**config.mk**
```make
export PLATFORM = sky130hd
export DESIGN_NAME = linear_probe_id_table_top
export DESIGN_NICKNAME = d
export VERILOG_FILES = /design/src/lpit_pkg.sv /design/src/linear_probe_id_table_top.sv /design/src/lpit_ram.sv
export SDC_FILE = /design/constraint.sdc
export NUM_CORES = 2
export LEC_CHECK = 0
export BUFFER_PORTS_ARGS = -buffer_cell sky130_fd_sc_hd__buf_4
export CELL_PAD_IN_SITES_DETAIL_PLACEMENT = 1
export CELL_PAD_IN_SITES_GLOBAL_PLACEMENT = 1
export CORE_MARGIN = 8
export CORE_UTILIZATION = 25
export CTS_CLUSTER_DIAMETER = 30
export DETAILED_ROUTE_END_ITERATION = 8
export GPL_ROUTABILITY_DRIVEN = 0
export PLACE_DENSITY = 0.5
export SYNTH_ARGS = -nofsm -noshare
export SYNTH_HDL_FRONTEND = slang
export SYNTH_SLANG_ARGS = --single-unit
```
**constraint.sdc**
```tcl
create_clock -name i_clk -period 14.8 [get_ports i_clk]
set_input_delay 0.74 -clock i_clk [delete_from_list [all_inputs] [get_ports i_clk]]
set_output_delay 0.74 -clock i_clk [all_outputs]
set_load 0.01 [all_outputs]
```
**src/lpit_pkg.sv**
```systemverilog
// ----------------------------------------------------------------------------
// lpit_pkg
// types and constants of the linear probe id table
// ----------------------------------------------------------------------------
`default_nettype none

package lpit_pkg;

    // default table geometry
    localparam int LPIT_TABLE_SLOTS = 64;
    localparam int LPIT_HANDLER_MAX = 255;

    // field widths fixed by the interface
    localparam int LPIT_ID_W    = 32;
    localparam int LPIT_SLOT_W  = 6;
    localparam int LPIT_COUNT_W = 8;

    // request modes
    localparam logic MODE_LOOKUP   = 1'b0;
    localparam logic MODE_REGISTER = 1'b1;

    // result status codes
    typedef enum logic [2:0] {
        ST_FOUND     = 3'd0,
        ST_INSERTED  = 3'd1,
        ST_NOT_FOUND = 3'd2,
        ST_FULL      = 3'd3,
        ST_INVALID   = 3'd4,
        ST_SATURATED = 3'd5
    } t_status;

    // sequencer states
    typedef enum logic [2:0] {
        S_CLEAR,
        S_IDLE,
        S_HOME,
        S_ISSUE,
        S_PROBE
    } t_state;

    // request payload
    typedef struct packed {
        logic                 mode;
        logic [LPIT_ID_W-1:0] event_id;
    } t_req;

    // response payload
    typedef struct packed {
        t_status                 status;
        logic [LPIT_SLOT_W-1:0]  slot;
        logic [LPIT_COUNT_W-1:0] handler_count;
    } t_rsp;

endpackage

`default_nettype wire

```
**src/linear_probe_id_table_top.sv**
```systemverilog
// ----------------------------------------------------------------------------
// linear_probe_id_table_top
// open-addressed event id table with linear probing and handler counts
// ----------------------------------------------------------------------------
// sequence: S_IDLE accepts a request, S_HOME finds the home slot (low id
//   bits for power-of-two TABLE_SLOTS, else a serial residue, one id bit a
//   cycle), S_ISSUE issues the first read, then S_PROBE checks the slots
//   in turn; the result lands in the output register after that
// throughput: one request at a time; the single ram read port sets one
//   probed slot per cycle
// reset: clearing zeroes every key and count; requests stall until it ends
`default_nettype none

module linear_probe_id_table_top #(
    parameter int TABLE_SLOTS = lpit_pkg::LPIT_TABLE_SLOTS,
    parameter int HANDLER_MAX = lpit_pkg::LPIT_HANDLER_MAX
) (
    input  wire logic          i_clk,
    input  wire logic          i_rst_n,
    input  wire logic          i_req_valid,
    output logic               o_req_stall,
    input  wire lpit_pkg::t_req i_req,
    output logic               o_rsp_valid,
    input  wire logic          i_rsp_stall,
    output lpit_pkg::t_rsp     o_rsp
);

    import lpit_pkg::*;

    localparam int SW      = $clog2(TABLE_SLOTS);
    localparam int ENTRY_W = LPIT_ID_W + LPIT_COUNT_W;
    localparam bit POW2    = (TABLE_SLOTS & (TABLE_SLOTS - 1)) == 0;
    localparam int HCAP_I  = (HANDLER_MAX > 255) ? 255 : HANDLER_MAX;
    localparam logic [LPIT_COUNT_W-1:0] HCAP     = LPIT_COUNT_W'(HCAP_I);
    localparam logic [SW-1:0]           LAST_IDX = SW'(TABLE_SLOTS - 1);
    localparam logic [SW:0]             LAST_PRB = (SW + 1)'(TABLE_SLOTS - 1);
    localparam logic [SW:0]             SLOTS_W  = (SW + 1)'(TABLE_SLOTS);
    localparam logic [SW+1:0]           SLOTS_W2 = (SW + 2)'(TABLE_SLOTS);

    // control registers
    t_state                 r_state, n_state;
    logic [SW:0]            r_occ, n_occ;
    logic [SW-1:0]          r_clr, n_clr;
    logic                   r_rsp_valid, n_rsp_valid;

    // working registers
    logic                   r_mode, n_mode;
    logic [LPIT_ID_W-1:0]   r_id, n_id;
    logic [LPIT_ID_W-1:0]   r_shift, n_shift;
    logic [4:0]             r_bitcnt, n_bitcnt;
    logic [SW-1:0]          r_rem, n_rem;
    logic [SW-1:0]          r_idx, n_idx;
    logic [SW:0]            r_probes, n_probes;
    t_rsp                   r_rsp, n_rsp;

    // ram port signals
    logic                   ram_we;
    logic [SW-1:0]          ram_waddr;
    logic [ENTRY_W-1:0]     ram_wdata;
    logic [SW-1:0]          ram_raddr;
    logic [ENTRY_W-1:0]     ram_rdata;

    // datapath terms
    logic [LPIT_ID_W-1:0]    key;
    logic [LPIT_COUNT_W-1:0] cnt;
    logic                    hit, empty, last, decide, full, out_free;
    logic [SW-1:0]           idx_next;
    logic [SW:0]             rem_try, rem_sub;
    logic [SW-1:0]           rem_next;

    assign key = ram_rdata[ENTRY_W-1:LPIT_COUNT_W];
    assign cnt = ram_rdata[LPIT_COUNT_W-1:0];

    // key and handler count storage
    lpit_ram #(
        .WIDTH (ENTRY_W),
        .DEPTH (TABLE_SLOTS)
    ) u_slot_ram (
        .i_clk   (i_clk),
        .i_we    (ram_we),
        .i_waddr (ram_waddr),
        .i_wdata (ram_wdata),
        .i_raddr (ram_raddr),
        .o_rdata (ram_rdata)
    );

    // compare-subtract step of the serial residue
    assign rem_try  = {r_rem, r_shift[LPIT_ID_W-1]};
    assign rem_sub  = rem_try - SLOTS_W;
    assign rem_next = (rem_try >= SLOTS_W) ? rem_sub[SW-1:0] : rem_try[SW-1:0];

    // probe decisions
    assign idx_next = (r_idx == LAST_IDX) ? '0 : r_idx + 1'b1;
    assign hit      = (key == r_id);
    assign empty    = (key == '0);
    assign last     = (r_probes == LAST_PRB);
    assign decide   = hit || empty || last;
    assign full     = {r_occ, 1'b0} >= SLOTS_W2;
    assign out_free = !r_rsp_valid || !i_rsp_stall;

    // sequencer: next state, ram control and result
    always_comb begin
        n_state     = r_state;
        n_occ       = r_occ;
        n_clr       = r_clr;
        n_mode      = r_mode;
        n_id        = r_id;
        n_shift     = r_shift;
        n_bitcnt    = r_bitcnt;
        n_rem       = r_rem;
        n_idx       = r_idx;
        n_probes    = r_probes;
        n_rsp       = r_rsp;
        n_rsp_valid = r_rsp_valid && i_rsp_stall;
        ram_we      = 1'b0;
        ram_waddr   = r_idx;
        ram_wdata   = '0;
        ram_raddr   = r_idx;

        unique case (r_state)
            S_CLEAR: begin
                ram_we    = 1'b1;
                ram_waddr = r_clr;
                n_clr     = r_clr + 1'b1;
                if (r_clr == LAST_IDX) begin
                    n_state = S_IDLE;
                end
            end
            S_IDLE: begin
                if (i_req_valid) begin
                    n_mode   = i_req.mode;
                    n_id     = i_req.event_id;
                    n_shift  = i_req.event_id;
                    n_bitcnt = 5'd31;
                    n_rem    = '0;
                    n_state  = S_HOME;
                end
            end
            S_HOME: begin
                priority if (r_id == '0) begin
                    if (out_free) begin
                        n_rsp       = '{status: ST_INVALID, slot: '0, handler_count: '0};
                        n_rsp_valid = 1'b1;
                        n_state     = S_IDLE;
                    end
                end else if (POW2) begin
                    n_idx   = r_id[SW-1:0];
                    n_state = S_ISSUE;
                end else begin
                    // one id bit per cycle, msb first
                    n_rem    = rem_next;
                    n_shift  = {r_shift[LPIT_ID_W-2:0], 1'b0};
                    n_bitcnt = r_bitcnt - 1'b1;
                    if (r_bitcnt == 5'd0) begin
                        n_idx   = rem_next;
                        n_state = S_ISSUE;
                    end
                end
            end
            S_ISSUE: begin
                n_probes = '0;
                n_state  = S_PROBE;
            end
            S_PROBE: begin
                if (!decide) begin
                    // read the next slot while this one is checked
                    ram_raddr = idx_next;
                    n_idx     = idx_next;
                    n_probes  = r_probes + 1'b1;
                end else if (out_free) begin
                    n_rsp_valid = 1'b1;
                    n_state     = S_IDLE;
                    priority if (hit) begin
                        if (r_mode == MODE_LOOKUP) begin
                            n_rsp = '{status: ST_FOUND, slot: LPIT_SLOT_W'(r_idx),
                                      handler_count: cnt};
                        end else if (cnt >= HCAP) begin
                            n_rsp = '{status: ST_SATURATED, slot: LPIT_SLOT_W'(r_idx),
                                      handler_count: cnt};
                        end else begin
                            ram_we    = 1'b1;
                            ram_wdata = {key, cnt + 1'b1};
                            n_rsp     = '{status: ST_FOUND, slot: LPIT_SLOT_W'(r_idx),
                                          handler_count: cnt + 1'b1};
                        end
                    end else if (empty) begin
                        if (r_mode == MODE_LOOKUP) begin
                            n_rsp = '{status: ST_NOT_FOUND, slot: '0, handler_count: '0};
                        end else if (full) begin
                            n_rsp = '{status: ST_FULL, slot: '0, handler_count: '0};
                        end else begin
                            ram_we    = 1'b1;
                            ram_wdata = {r_id, LPIT_COUNT_W'(1)};
                            n_occ     = r_occ + 1'b1;
                            n_rsp     = '{status: ST_INSERTED, slot: LPIT_SLOT_W'(r_idx),
                                          handler_count: LPIT_COUNT_W'(1)};
                        end
                    end else begin
                        // every slot visited without a match or a hole
                        if (r_mode == MODE_LOOKUP) begin
                            n_rsp = '{status: ST_NOT_FOUND, slot: '0, handler_count: '0};
                        end else begin
                            n_rsp = '{status: ST_FULL, slot: '0, handler_count: '0};
                        end
                    end
                end
            end
            default: begin
                n_state = S_CLEAR;
            end
        endcase
    end

    // control state
    always_ff @(posedge i_clk) begin
        if (!i_rst_n) begin
            r_state     <= S_CLEAR;
            r_occ       <= '0;
            r_clr       <= '0;
            r_rsp_valid <= 1'b0;
        end else begin
            r_state     <= n_state;
            r_occ       <= n_occ;
            r_clr       <= n_clr;
            r_rsp_valid <= n_rsp_valid;
        end
    end

    // working registers and response payload
    always_ff @(posedge i_clk) begin
        r_mode   <= n_mode;
        r_id     <= n_id;
        r_shift  <= n_shift;
        r_bitcnt <= n_bitcnt;
        r_rem    <= n_rem;
        r_idx    <= n_idx;
        r_probes <= n_probes;
        r_rsp    <= n_rsp;
    end

    assign o_req_stall = (r_state != S_IDLE);
    assign o_rsp_valid = r_rsp_valid;
    assign o_rsp       = r_rsp;

endmodule

`default_nettype wire

```
**src/lpit_ram.sv**
```systemverilog
// ----------------------------------------------------------------------------
// lpit_ram
// generic single write port ram with registered read
// ----------------------------------------------------------------------------
`default_nettype none

module lpit_ram #(
    parameter int WIDTH = 8,
    parameter int DEPTH = 64
) (
    input  wire logic                     i_clk,
    input  wire logic                     i_we,
    input  wire logic [$clog2(DEPTH)-1:0] i_waddr,
    input  wire logic [WIDTH-1:0]         i_wdata,
    input  wire logic [$clog2(DEPTH)-1:0] i_raddr,
    output logic      [WIDTH-1:0]         o_rdata
);

    logic [WIDTH-1:0] r_mem [DEPTH];

    // write port
    always_ff @(posedge i_clk) begin
        if (i_we) begin
            r_mem[i_waddr] <= i_wdata;
        end
    end

    // registered read port
    always_ff @(posedge i_clk) begin
        o_rdata <= r_mem[i_raddr];
    end

endmodule

`default_nettype wire

```
Word level (Yosys, flattened, before mapping)
Memories as Yosys holds them, arrays and structs flattened. A register that Yosys moved wholly into a read port is not among the register bits.
Index checks and enable logic that the tools add are counted.
{"block": "totals", "register_bits": 80, "latch_bits": 0, "ramBits": 2560, "rom_bits": 0, "output_inout_bits": 19, "word_cells": 105, "n_memories": 1}
{"name": "u_slot_ram.r_mem", "words": 64, "width": 40, "read_ports": 1, "rd_ports_with_merged_regs": 1, "write_ports": 1, "line": "lpit_ram.sv:19", "rtl": "logic [WIDTH-1:0] r_mem [DEPTH];"}
{"block": "classes", "add_sub_neg": 5, "mul": 0, "div_mod_pow": 0, "order_cmp": 2, "n_eq_ne": 17, "shifts": 0, "mux": 50, "bitwise_logic": 2, "reduce_logical": 17}
{"operator": "$mux W40", "n": 9}
{"operator": "$mux W17", "n": 8}
{"operator": "$logic_not A32 Y1", "n": 2}
{"operator": "$pmux W17 S2", "n": 1}
{"operator": "$eq A32 B32 Y1", "n": 1}
{"operator": "$mux W16", "n": 2}
{"operator": "$mux W6", "n": 5}
{"operator": "$ne A2 B2 Y1 const B", "n": 8}
{"operator": "$mux W15", "n": 1}
{"operator": "$mux W3", "n": 5}
{"operator": "$pmux W3 S5", "n": 1}
{"operator": "$add A7 B1 Y7 const B", "n": 2}
{"operator": "$pmux W7 S2", "n": 1}
{"operator": "$mux W1", "n": 13}
{"operator": "$add A6 B1 Y6 const B", "n": 2}
{"operator": "$eq A6 B6 Y1 const B", "n": 2}
{"operator": "$pmux W6 S2", "n": 1}
{"operator": "$add A8 B1 Y8 const B", "n": 1}
{"operator": "$ge A8 B7 Y1 const B", "n": 1}
{"operator": "$ge A8 B8 Y1 const B", "n": 1}
{"operator": "$eq A7 B6 Y1 const B", "n": 1}
{"operator": "$mux W7", "n": 1}
{"operator": "$reduce_and A7 Y1", "n": 1}
{"operator": "$eq A3 B2 Y1 const B", "n": 2}
{"operator": "other kinds (13)", "n": 21}

Logic depth before layout (Yosys ltp)
{"block": "depth", "word_depth": 10, "mapped_depth": 17, "mapped_depth_nobuf": 11}

Cells and area by module
From an unflattened synthesis, not the netlist that was laid out.
{"block": "hier_totals", "hier_cells": 4625, "hier_area_um2": 102349.4}
{"mod": "lpit_ram", "n_inst": 1, "cells_each": 4195, "area_each_um2": 97870.1}
{"mod": "linear_probe_id_table_top", "n_inst": 1, "cells_each": 430, "area_each_um2": 4479.3}

Least setup slack after synthesis
Ideal clock, no wire load.
{"block": "synth_path", "kind": "reg-to-reg", "start": "register r_id[6]", "end": "memory u_slot_ram.r_mem[0][0] (netlist bit) (data pin)", "setup_ps": 1289, "t_arrival_ps": 7321, "setup_slack_ps": 6190, "path_stages_with_launch": 8, "n_path_buf": 1, "synth_period_minus_slack_ps": 8610, "cell_sequence": "edfxtp_1 -> xor2_1 -> nor4_1 -> nand4_1 -> nor2_1 -> nor2_1 -> clkbuf_1 -> a2111oi_0"}
{"block": "synth_via", "elab_chain_len": 5}
{"element": "from (decl)", "line": "linear_probe_id_table_top.sv:48", "rtl": "logic [LPIT_ID_W-1:0] r_id, n_id;"}
{"element": "from (signal assigned)", "line": "linear_probe_id_table_top.sv:232", "rtl": "r_id <= n_id;"}
{"element": "$eq A32 B32 Y1 *", "line": "linear_probe_id_table_top.sv:94", "rtl": "assign hit = (key == r_id);"}
{"element": "$mux W40 / $logic_or A1 B1 Y1 (equally long branches)", "line": "linear_probe_id_table_top.sv:173, linear_probe_id_table_top.sv:97"}
{"element": "$mux W40 / $logic_or A1 B1 Y1 (equally long branches)", "line": "linear_probe_id_table_top.sv:170, linear_probe_id_table_top.sv:97"}
{"element": "$mux W40 *", "line": "linear_probe_id_table_top.sv:165", "rtl": "if (!decide) begin"}
{"element": "$mux W40 *", "line": "linear_probe_id_table_top.sv:120", "rtl": "unique case (r_state)"}
{"element": "named net ram_wdata[0]", "line": "linear_probe_id_table_top.sv:59", "rtl": "logic [ENTRY_W-1:0] ram_wdata;"}
{"element": "to (decl)", "line": "lpit_ram.sv:19"}
Mark *: on every way through the listed nets, which the timed path passes. The rest lies on a longest branch.

Final worst setup path
{"block": "layout_path", "start": "register u_slot_ram.o_rdata[26], read port of u_slot_ram.r_mem", "end": "register u_slot_ram.o_rdata[16], read port of u_slot_ram.r_mem"}
{"block": "layout_via", "elab_chain_len": 5}
{"element": "from (decl)", "line": "lpit_ram.sv:16", "rtl": "output logic [WIDTH-1:0] o_rdata"}
{"element": "$eq A32 B32 Y1 / $logic_not A32 Y1 (equally long branches)", "line": "linear_probe_id_table_top.sv:94, linear_probe_id_table_top.sv:95"}
{"element": "$logic_or A1 B1 Y1 * (2 in a row)", "line": "linear_probe_id_table_top.sv:97", "rtl": "assign decide = hit || empty || last;"}
{"element": "$mux W6 *", "line": "linear_probe_id_table_top.sv:165"}
{"element": "$mux W6 *", "line": "linear_probe_id_table_top.sv:120"}
Every way passes the cells marked *; elsewhere a longest branch is shown, timed or not.
A chain may end at the register's enable or synchronous reset.

==> impl_metrics.json <==
{
  "die_w_um": 664,
  "drv_cap": 1,
  "drt-total-wl_um": 397000,
  "cts_tree": "done",
  "grt_pass1_vias": 71400,
  "syn_to_final_growth_pct": 25.2,
  "hold_viol": 0,
  "hold-path-cell-count": 1,
  "start_util": 0.250,
  "p_sw_frac": 0.203,
  "synth_seq_cells": 2680,
  "slew_headroom": 0.00709,
  "start_kind": "flip-flop",
  "rows": 238,
  "ir_worst_vdd_v": 0.0000923,
  "finalSetupTns_ns": 0,
  "seq_area_frac_synth": 0.761,
  "ys.flop_type": "edfxtp_1",
  "synthMuxAreaShare": 0.0120,
  "cts_resized": 0,
  "synth-adder-area-share": 0.000715,
  "switchingPower_mw": 4.22,
  "leakage_nw": 44.9,
  "cts_sinks": 2680,
  "grt_overflow_total": 0,
  "fill_cells": 44400,
  "slew_viol_final": 0,
  "drt_iter0_markers": 6661,
  "share_comb_of_total_power": 0.005,
  "cellInternalPower_mw": 16.5,
  "worst_pin_slew_ns": 1.47,
  "hold_path_class": "in -> reg",
  "routed_via_density": 4.88,
  "p_per_area_nw_per_um2": 158,
  "crit_path_end_kind": "flip-flop",
  "syn_inst": 7939,
  "reg2reg_depth": 14,
  "synth_edf_count": 2623,
  "synth.largest_area_cell": "edfxtp_1",
  "drive_gt1_frac": 0.142,
  "track_usage": 0.172,
  "vias": 69700,
  "ys_types": 63,
  "status": "finished with violations",
  "crit_required_ns": 15.63,
  "cts_setup_buffers": 0,
  "rsz0062_at_grt": "no",
  "async_reset_ff_frac": 0,
  "crit_fanout": 80,
  "violations": "capacitance limit",
  "finalSetupViolCount": 0,
  "syn_area_um2": 105000,
  "cts_made_buffers": 559,
  "syn_avg_cell_area_um2": 13.2,
  "min_period_over_period": 0.492,
  "synthXorXnorAreaFrac": 0.00484,
  "most-common-layout-cells": "2623 x edfxtp_1, 2362 x nand2_1, 644 x nand3_1",
  "synthTopCellsByArea": "edfxtp_1 75%, nand2_1 8.4%, nand3_1 3.1%",
  "dpl_cell_area_um2": 113000,
  "synth_compound_area_frac": 0.0596,
  "drtPass1Iterations": 6,
  "grt_start_max_net_pins": 161,
  "power.share.sequential": 0.400,
  "clock_latency_ns": 0.94,
  "arrival_ns": 8.11,
  "layout_commonest_cell": "edfxtp_1",
  "cts_root_buffer": "clkbuf_16",
  "period_needed_ns": 7.28,
  "synth_top_area_frac": 0.750,
  "synth_nets": 7982,
  "critical_path_class": "reg -> reg",
  "clk_pin_slew_ns": 0.05,
  "synth_top_family_by_area": "simple AND/OR/NAND/NOR gates",
  "core_um2": 419000,
  "die_h_um": 664,
  "antenna_found_initial": 49,
  "grt_pass1_wl_um": 553000,
  "ios": 56,
  "skew_ns": 0.0629,
  "fmax_mhz": 137,
  "synth_warnings": 0,
  "htree_levels": 6,
  "die_area_um2": 441000,
  "place_hpwl_um": 218000,
  "finalInstanceArea_um2": 131000,
  "synthSimpleGateAreaFrac": 0.140,
  "num-nets-final": 8326,
  "io_buffers": 55,
  "clkPwrFrac": 0.596,
  "drc": 0,
  "cts.path.max_buffers": 4,
  "ant_nets": 0,
  "wl_per_cell_um": 27.8
}
## sequential cells by signal, summed over array words and instances, names as in the netlist
| register | flops |
|---|---|
| r_state | 3 |
| o_rsp | 17 |
| o_rsp_valid | 1 |
| u_slot_ram.r_mem | 2560 |
| r_idx | 6 |
| r_occ | 7 |
| r_id | 32 |
| u_slot_ram.o_rdata | 40 |
| r_probes | 7 |
| r_clr | 6 |
| r_mode | 1 |
## cell families (layout without fill, tap and decap cells)
| logic type | after synthesis | in the layout |
|---|---|---|
| AO/OA/AOI/OAI | 1101 | 1101 |
| flip-flops | 2680 | 2680 |
| other | 0 | 19 |
| adder cells (fa/ha/maj) | 6 | 6 |
| multiplexers | 121 | 121 |
| XOR/XNOR | 58 | 58 |
| buffers and inverters | 502 | 1290 |
| AND/OR/NAND/NOR | 3471 | 3471 |
## per-layer routing
metal	up-vias	share of wire	global-route usage
met3	658	0.056	0.0297
li1	30100	-	-
met2	2169	0.47	0.282
met1	36800	0.44	0.232
met5	-	0.000066	0
met4	4	0.031	0.0546
## area by class of cell
type	instances	area (um^2)	area share
Clock inverter	351	3890	0.0296
Sequential cell	2680	79900	0.608
Inverter	13	48.8	0.000371
Multi-Input combinational cell	4757	23700	0.180
Timing Repair Buffer	272	2250	0.0171
Clock buffer	654	14700	0.112
Antenna cell	19	47.5	0.000362
Tap cell	5520	6910	0.0525
## synth_stat cells, drive strengths merged (16+ instances only)
master and count:
nand2 2363, nor3 26, xnor2 16, nor2 112
xor2 42, dfxtp 57, nand4 207, mux2i 115
a31oi 68, nand3 645, a32oi 60, a221oi 26
a21oi 548, or3 19, buf 241, a22oi 23
and2 18, or4 25, edfxtp 2623, a22o 32
o21ai 303, clkbuf 248, nor4 26
## worst max-delay path, cell delays in order, from the launching register on
cell and delay, ns:
dfxtp_1 0.40, nor4_1 0.40, nand4_1 0.35, o22ai_1 0.77, nor3_1 0.26, a21oi_4 0.19, buf_4 0.68, buf_4 0.85
buf_4 0.77, buf_4 0.56, a21oi_1 0.08, a221oi_1 0.97, a31oi_1 0.23, o21ai_0 0.20, or3_1 0.23
## final timing paths
path	from	end	slack (ns)
min reg2reg	r_occ[6]	r_occ[6]	0.48
max	u_slot_ram.o_rdata[26]	u_slot_ram.o_rdata[16]	7.52
min	i_req[6]	r_id[6]	0.06
max reg2reg	u_slot_ram.o_rdata[26]	u_slot_ram.o_rdata[16]	7.52
## power by group through the flow
stage          Clock [mW]  Sequential, mW  Combinational (mW)
4_1_cts              12.5            8.29              0.0973
2_1_floorplan           0            8.42              0.0315
6_report             12.3            8.29              0.0949
3_3_place_gp            0            8.42              0.0937
5_1_grt              12.9            8.29              0.0995
3_5_place_dp            0            8.42              0.0945
## through the flow
step	instances	worst slack [ns]	hold slack (ns)	total power, mW	util
after floorplan	7939	6.19	0.431	8.45	-
after global placement	13200	7.74	0.461	8.52	0.269
after detailed placement	13200	7.63	0.469	8.52	0.269
after CTS	14200	7.58	0.00321	20.9	0.313
after global routing	14200	7.38	0.0434	21.2	0.313
final	14300	7.52	0.0607	20.7	0.313
## what timing repair did
item / 4_1_cts / 5_1_grt
endpoints found under the setup margin: 0 / 0
endpoints found under the hold margin: 10 / 0
hold buffers: 10 / 0
No activity file was read; power rests on OpenSTA's default activity.
